File: src/design/hrus_pkg.sv
`default_nettype none

package hrus_pkg;

  // Section of the request a byte belongs to
  typedef enum logic [2:0] {
    SecMethod  = 3'd0,
    SecUrl     = 3'd1,
    SecVersion = 3'd2,
    SecHeaders = 3'd3,
    SecBody    = 3'd4,
    SecDelim   = 3'd5
  } sec_e;

  // URL verdict reported on the closing space or on an early last byte
  typedef enum logic [1:0] {
    VerdictNone    = 2'd0,
    VerdictAccept  = 2'd1,
    VerdictDefault = 2'd2,
    VerdictReject  = 2'd3
  } verdict_e;

  // Request status per byte
  typedef enum logic [1:0] {
    StatusProgress  = 2'd0,
    StatusHeaderEnd = 2'd1,
    StatusTruncated = 2'd2
  } status_e;

  // Escape decoder phase
  typedef enum logic [1:0] {
    PctIdle   = 2'd0,
    PctFirst  = 2'd1,
    PctSecond = 2'd2
  } pct_e;

  // Characters the splitter and screen look for
  localparam logic [7:0] ChSpace  = 8'h20;
  localparam logic [7:0] ChCr     = 8'h0d;
  localparam logic [7:0] ChLf     = 8'h0a;
  localparam logic [7:0] ChPct    = 8'h25;
  localparam logic [7:0] ChDot    = 8'h2e;
  localparam logic [7:0] ChSlash  = 8'h2f;
  localparam logic [7:0] ChBslash = 8'h5c;
  localparam logic [7:0] ChColon  = 8'h3a;
  localparam logic [7:0] ChUpperA = 8'h41;
  localparam logic [7:0] ChUpperZ = 8'h5a;
  localparam logic [7:0] ChCaseOf = 8'h20;
  localparam logic [7:0] ChDig0   = 8'h30;
  localparam logic [7:0] ChDig2   = 8'h32;
  localparam logic [7:0] ChDig3   = 8'h33;
  localparam logic [7:0] ChDig4   = 8'h34;
  localparam logic [7:0] ChDig6   = 8'h36;
  localparam logic [7:0] ChLowerF = 8'h66;

  // Input word
  typedef struct packed {
    logic [7:0] data_byte;
    logic       end_of_message;
  } in_t;

  // Result word
  typedef struct packed {
    logic [7:0] byte_out;
    logic [2:0] section;
    logic [1:0] url_verdict;
    logic [1:0] request_status;
    logic       last_out;
  } out_t;

  // Allowed escapes: %20 %23 %26 %3f %40
  function automatic logic escape_ok(input logic [7:0] a, input logic [7:0] b);
    logic ok;
    ok = ((a == ChDig2) && ((b == ChDig0) || (b == ChDig3) || (b == ChDig6))) ||
         ((a == ChDig3) && (b == ChLowerF)) ||
         ((a == ChDig4) && (b == ChDig0));
    return ok;
  endfunction

endpackage

`default_nettype wire

File: src/design/http_request_url_screen.sv
`default_nettype none

// Channel  Direction  Payload               Handshake
// in       input      hrus_pkg::in_t        in_valid_i / in_stall_o
// out      output     hrus_pkg::out_t       out_valid_o / out_stall_i
//
// One byte per cycle while the output is not stalled: each word is decoded by a
// single pass of logic from the parser state registers into the result register.
// Throughput is set by the result register, which is refilled in the cycle
// it is taken. Reset (rst_ni low, asynchronous) puts the parser in the method
// section with the URL screen cleared. The input stalls only while a result
// waits and the output is stalled.

module http_request_url_screen (
  input  wire                clk_i,
  input  wire                rst_ni,
  input  wire                in_valid_i,
  output logic               in_stall_o,
  input  hrus_pkg::in_t      in_data_i,
  output logic               out_valid_o,
  input  wire                out_stall_i,
  output hrus_pkg::out_t     out_data_o
);

  hrus_pkg::sec_e  section_q, section_d;
  hrus_pkg::pct_e  pct_phase_q, pct_phase_d;
  logic [1:0]      url_len_q, url_len_d;
  logic [7:0]      pct_first_q, pct_first_d;
  logic [7:0]      prev1_q, prev1_d;
  logic [7:0]      prev2_q, prev2_d;
  logic            url_rej_q, url_rej_d;
  logic [1:0]      delim_q, delim_d;
  logic            out_valid_q;
  hrus_pkg::out_t  out_data_q, res;
  logic            in_acc;
  logic [7:0]      b;
  logic [7:0]      c;

  // Take a new word unless a result is waiting on a stalled output
  assign in_stall_o = out_valid_q & out_stall_i;
  assign in_acc     = in_valid_i & ~in_stall_o;
  assign b          = in_data_i.data_byte;

  // Lowercase A-Z
  always_comb begin
    if (b inside {[hrus_pkg::ChUpperA:hrus_pkg::ChUpperZ]}) begin
      c = b + hrus_pkg::ChCaseOf;
    end else begin
      c = b;
    end
  end

  // Next parser state and result for this word
  always_comb begin
    section_d   = section_q;
    pct_phase_d = pct_phase_q;
    url_len_d   = url_len_q;
    pct_first_d = pct_first_q;
    prev1_d     = prev1_q;
    prev2_d     = prev2_q;
    url_rej_d   = url_rej_q;
    delim_d     = delim_q;

    res.byte_out       = b;
    res.section        = hrus_pkg::SecBody;
    res.url_verdict    = hrus_pkg::VerdictNone;
    res.request_status = hrus_pkg::StatusProgress;
    res.last_out       = in_data_i.end_of_message;

    case (section_q)
      hrus_pkg::SecMethod: begin
        if (b == hrus_pkg::ChSpace) begin
          res.section = hrus_pkg::SecDelim;
          section_d   = hrus_pkg::SecUrl;
        end else begin
          res.section = hrus_pkg::SecMethod;
        end
      end

      hrus_pkg::SecUrl: begin
        if (b == hrus_pkg::ChSpace) begin
          // Verdict on the closing space
          res.section = hrus_pkg::SecDelim;
          if (url_len_q == 2'd0) begin
            res.url_verdict = hrus_pkg::VerdictReject;
          end else if (url_len_q == 2'd1) begin
            res.url_verdict = hrus_pkg::VerdictDefault;
          end else if (url_rej_q || (pct_phase_q != hrus_pkg::PctIdle) ||
                       (prev1_q == hrus_pkg::ChDot)) begin
            res.url_verdict = hrus_pkg::VerdictReject;
          end else begin
            res.url_verdict = hrus_pkg::VerdictAccept;
          end
          section_d = hrus_pkg::SecVersion;
          delim_d   = 2'd0;
        end else begin
          res.section = hrus_pkg::SecUrl;
          if (url_len_q == 2'd0) begin
            // Skip the leading byte
            url_len_d = 2'd1;
            prev1_d   = '0;
            prev2_d   = '0;
          end else begin
            res.byte_out = c;

            // Track percent escapes
            case (pct_phase_q)
              hrus_pkg::PctFirst: begin
                pct_first_d = c;
                pct_phase_d = hrus_pkg::PctSecond;
              end
              hrus_pkg::PctSecond: begin
                if (!hrus_pkg::escape_ok(pct_first_q, c)) begin
                  url_rej_d = 1'b1;
                end
                pct_phase_d = hrus_pkg::PctIdle;
              end
              default: begin
                if (c == hrus_pkg::ChPct) begin
                  pct_phase_d = hrus_pkg::PctFirst;
                end
              end
            endcase

            // Screen traversal, double slash, colon, leading double backslash
            if ((prev2_q == hrus_pkg::ChDot) && (prev1_q == hrus_pkg::ChDot) &&
                ((c == hrus_pkg::ChSlash) || (c == hrus_pkg::ChBslash))) begin
              url_rej_d = 1'b1;
            end
            if ((prev1_q == hrus_pkg::ChSlash) && (c == hrus_pkg::ChSlash)) begin
              url_rej_d = 1'b1;
            end
            if (c == hrus_pkg::ChColon) begin
              url_rej_d = 1'b1;
            end
            if ((url_len_q == 2'd2) && (prev1_q == hrus_pkg::ChBslash) &&
                (c == hrus_pkg::ChBslash)) begin
              url_rej_d = 1'b1;
            end

            prev2_d = prev1_q;
            prev1_d = c;
            if (url_len_q != 2'd3) begin
              url_len_d = url_len_q + 2'd1;
            end
          end
        end
      end

      hrus_pkg::SecVersion: begin
        if ((delim_q == 2'd1) && (b == hrus_pkg::ChLf)) begin
          res.section = hrus_pkg::SecDelim;
          section_d   = hrus_pkg::SecHeaders;
          delim_d     = 2'd0;
        end else begin
          res.section = hrus_pkg::SecVersion;
          delim_d     = (b == hrus_pkg::ChCr) ? 2'd1 : 2'd0;
        end
      end

      hrus_pkg::SecHeaders: begin
        if ((delim_q == 2'd3) && (b == hrus_pkg::ChLf)) begin
          res.section        = hrus_pkg::SecDelim;
          res.request_status = hrus_pkg::StatusHeaderEnd;
          section_d          = hrus_pkg::SecBody;
          delim_d            = 2'd0;
        end else begin
          res.section = hrus_pkg::SecHeaders;
          if (b == hrus_pkg::ChCr) begin
            delim_d = (delim_q == 2'd2) ? 2'd3 : 2'd1;
          end else if ((b == hrus_pkg::ChLf) && (delim_q == 2'd1)) begin
            delim_d = 2'd2;
          end else begin
            delim_d = 2'd0;
          end
        end
      end

      default: begin
        res.section = hrus_pkg::SecBody;
      end
    endcase

    // Last byte: flag early end, then drop back to the start of a request
    if (in_data_i.end_of_message) begin
      if ((section_d == hrus_pkg::SecMethod) || (section_d == hrus_pkg::SecUrl)) begin
        res.url_verdict = hrus_pkg::VerdictReject;
      end
      if ((section_d == hrus_pkg::SecMethod) || (section_d == hrus_pkg::SecUrl) ||
          (section_d == hrus_pkg::SecVersion) || (section_d == hrus_pkg::SecHeaders)) begin
        res.request_status = hrus_pkg::StatusTruncated;
      end
      section_d   = hrus_pkg::SecMethod;
      pct_phase_d = hrus_pkg::PctIdle;
      url_len_d   = 2'd0;
      pct_first_d = '0;
      prev1_d     = '0;
      prev2_d     = '0;
      url_rej_d   = 1'b0;
      delim_d     = 2'd0;
    end
  end

  // Parser state: advance on each accepted word
  always_ff @(posedge clk_i or negedge rst_ni) begin
    if (!rst_ni) begin
      section_q   <= hrus_pkg::SecMethod;
      pct_phase_q <= hrus_pkg::PctIdle;
      url_len_q   <= 2'd0;
      pct_first_q <= '0;
      prev1_q     <= '0;
      prev2_q     <= '0;
      url_rej_q   <= 1'b0;
      delim_q     <= 2'd0;
    end else if (in_acc) begin
      section_q   <= section_d;
      pct_phase_q <= pct_phase_d;
      url_len_q   <= url_len_d;
      pct_first_q <= pct_first_d;
      prev1_q     <= prev1_d;
      prev2_q     <= prev2_d;
      url_rej_q   <= url_rej_d;
      delim_q     <= delim_d;
    end
  end

  // Result valid: set on accept, clear once taken
  always_ff @(posedge clk_i or negedge rst_ni) begin
    if (!rst_ni) begin
      out_valid_q <= 1'b0;
    end else if (in_acc) begin
      out_valid_q <= 1'b1;
    end else if (!out_stall_i) begin
      out_valid_q <= 1'b0;
    end
  end

  // Result payload: hold while stalled
  always_ff @(posedge clk_i) begin
    if (in_acc) begin
      out_data_q <= res;
    end
  end

  assign out_valid_o = out_valid_q;
  assign out_data_o  = out_data_q;

endmodule

`default_nettype wire

File: config.mk
export PLATFORM = sky130hd
export DESIGN_NAME = http_request_url_screen
export DESIGN_NICKNAME = d
export VERILOG_FILES = /design/src/design/hrus_pkg.sv /design/src/design/http_request_url_screen.sv
export SDC_FILE = /design/constraint.sdc
export NUM_CORES = 1
export LEC_CHECK = 0
export CORE_ASPECT_RATIO = 0.75
export CORE_UTILIZATION = 30
export DETAILED_ROUTE_END_ITERATION = 7
export DONT_BUFFER_PORTS = 1
export GPL_ROUTABILITY_DRIVEN = 0
export MAX_ROUTING_LAYER = met4
export PLACE_DENSITY = 0.46
export REMOVE_ABC_BUFFERS = 1
export SLEW_MARGIN = 5
export SYNTH_ARGS = -nofsm -noshare
export SYNTH_HDL_FRONTEND = slang
export SYNTH_SLANG_ARGS = --single-unit
File: constraint.sdc
create_clock -name clk_i -period 4.9 [get_ports clk_i]
set_clock_uncertainty 0.05 [all_clocks]
set_input_delay 0.49 -clock clk_i [delete_from_list [all_inputs] [get_ports clk_i]]
set_output_delay 0.49 -clock clk_i [all_outputs]
set_load 0.01 [all_outputs]
==> results.cfg <==
[finish]
final_nets = 306
utilization_pct = 34.3
mostFrequentLayoutCell = nand2_1
final.fill_count = 964
drive_gt1_share_pct = 7.72
area_growth_pct = 9.37
layout_common_cells = 51 x nand2_1, 35 x dfrtp_1, 23 x o21ai_0
design_area_sq_um = 3150
diodes = 0

[clock_tree]
clkTransAtPathRegs_ns = 0.07
tritoncts = yes
ctsResizeCount = 0
post_cts.repair.setup_buffers = 0
clk_latency_ns = 0.30
clock_path_buffers = 2
cts_buffers = 5
clockRootBuffer = clkbuf_16
htreeDepth = 2
clock-sinks = 51

[timing]
post-route-min-period_ns = 2.51
finalHoldViolCount = 0
fin_crit_sh_pct = 51.3
fin_tns_setup_ns = 0
worstMarginPinSlew_ns = 1.05
rsz0062_at_grt = no
setup-violations-final = 0
finalMaxSlewViolations = 0
relSlewSlack_pct = 30.0
max_clock_freq_ghz = 0.398

[critical_path]
path_buf_inv = 1
cp_top_family = compound AO/OA/AOI/OAI gates
worst-endpoint-required_ns = 5.04
reg2reg_slack_ns = 2.39
slowest_stage = or4b_4
start_kind = flip-flop
cpPeakStageDelay_ns = 0.55
arrival_ns = 2.65
worstPathCellList = inv_1 > ha_1 > or4b_4 > a311oi_4 > o21ai_4 > mux2_4
rr_startpoint = url_len_q[0]$_DFFE_PN0P_
path_class = reg -> reg
cp_max_fo = 10
worstSetupStartpoint = url_len_q[0]$_DFFE_PN0P_
cp-end-kind = flip-flop

[pwr]
p_int_mw = 0.802
swShare_pct = 29.3
p_switching_mw = 0.333
p_leak_nw = 1.22
seqPwrFrac_pct = 46.9
p_comb_share_pct = 17.2
power_frac_clock_pct = 35.9
fin_total_pwr_mw = 1.14
max-vdd-ir-drop_v = 0.000113
power.density_nw_per_um2 = 360

[logic_synthesis]
yosys-top-cells-area = dfrtp_1 30%, edfxtp_1 17%, nand2_1 6.6%
ys_seq_area_share_pct = 47.0
synthArstFlopShare_pct = 68.6
syn_area_per_cell_sq_um = 9.87
synth_area_leader_cell = dfrtp_1
syn_inst = 292
synthFlopType = dfrtp_1
netlist_area_sq_um = 2880
synth-seq-cells = 51
synth_cell_types = 65
netlist.area_leader.share_pct = 30.4
yosysWarnings = 0
synth_edf_count = 16

[drt]
ant_nets = 0
dr_total_vias = 2183
wl_um = 7590
wl_per_cell_um = 18.4
drtPass1Iterations = 4
dr.first_iter.drc_count = 188
vias_per_cell = 5.29
drc = 0

[global_route]
grt_pass1_wl_um = 12300
first_global_vias = 2159
grt.total_usage_pct = 17.1
grt-ovfl-total = 0
grt_max_degree = 36
antenna_found_initial = 0

[die]
rows = 30
die_x_um = 115
initial_core_util_pct = 31.3
die_area_sq_um = 10000
die_h_um = 86.9
core-area_sq_um = 9200
ioPinCount = 31

[min_path]
holdCritPathClass = in -> reg
hp-start = in_data_i[0]

[placed_design]
portBuffers = 0
hpwl_um = 5400
place_area_sq_um = 2960

[status]
status = completed

[job]
drv_cap = 0
[worst register-to-register path, stage by stage (launching register included)]
cell      delay (ns)
dfrtp_1         0.42
inv_1           0.12
ha_1            0.31
or4b_4          0.55
a311oi_4        0.44
o21ai_4         0.16
mux2_4          0.36
[kinds of logic after synthesis]
family,share of synthesized area (%)
multiplexers,1.26
AO/OA/AOI/OAI,17.8
flip-flops,47.0
buffers and inverters,4.86
XOR/XNOR,0.608
adder cells (fa/ha/maj),3.91
AND/OR/NAND/NOR,24.6
[layer usage]
| metal | global-route usage, % | vias up | share of wire [%] |
|---|---|---|---|
| met5 | - | - | 0 |
| met2 | 22.5 | 69 | 39 |
| met3 | 3.97 | 7 | 5.5 |
| met4 | 4.25 | 0 | 0.96 |
| met1 | 25.7 | 1045 | 55 |
| li1 | - | 1062 | - |
[sequential cells by signal (all words and copies together) (netlist names)]
register and count:
url_len_q 2, pct_phase_q 2, prev1_q 8, section_q 3, out_valid_o 1, out_data_o 16, delim_q 2, prev2_q 8
url_rej_q 1, pct_first_q 8
[area by class of cell]
class	instances	area [sq um]	share of cell area [%]
inverter	12	45.0	1.43
tap	128	160	5.08
multi-input combinational	211	1390	44.0
timing repair buffer	3	37.5	1.19
sequential	51	1360	43.0
clock buffer	5	125	3.97
clock inverter	3	42.5	1.35
[what timing repair did]
item | 4_1_cts | 5_1_grt
hold endpoints to repair | 35 | 0
hold buffers | 2 | 0
setup endpoints to repair | 0 | 0
[cells in the mapped netlist, types with 5 or more instances]
library cell   n
a21oi_1        8
buf_2         10
clkbuf_1       5
dfrtp_1       35
edfxtp_1      16
ha_1           9
inv_1         12
nand2_1       51
nand4_1       12
nor2_1        16
nor4_1         5
o21ai_0       23
[stage by stage]
step	std cells	hold WS, ns	worst slack (ns)
finish	413	0.232	2.39
global route	413	0.219	2.16
CTS	413	0.222	2.37
detailed placement	403	0.146	2.35
global placement	403	0.146	2.45
floorplan	274	0.144	2.35
[power by group through the flow]
stage	clock network [mW]	registers, mW	logic [mW]
detailed placement	0	0.540	0.185
global route	0.433	0.539	0.223
global placement	0	0.541	0.181
floorplan	0	0.525	0.140
finish	0.407	0.533	0.195
CTS	0.419	0.532	0.195
[final timing paths]
| kind | endpoint | cells after the start |
|---|---|---|
| max | pct_first_q[7]$_DFFE_PN0P_ | 6 |
| min | section_q[2]$_DFFE_PN0P_ | 1 |
| max reg2reg | pct_first_q[7]$_DFFE_PN0P_ | 6 |
| min reg2reg | pct_first_q[3]$_DFFE_PN0P_ | 2 |
| max in group asynchronous | section_q[0]$_DFFE_PN0P_ | 2 |
| min in group asynchronous | url_len_q[0]$_DFFE_PN0P_ | 2 |
Note: power is estimated with default switching activity, not from simulation.
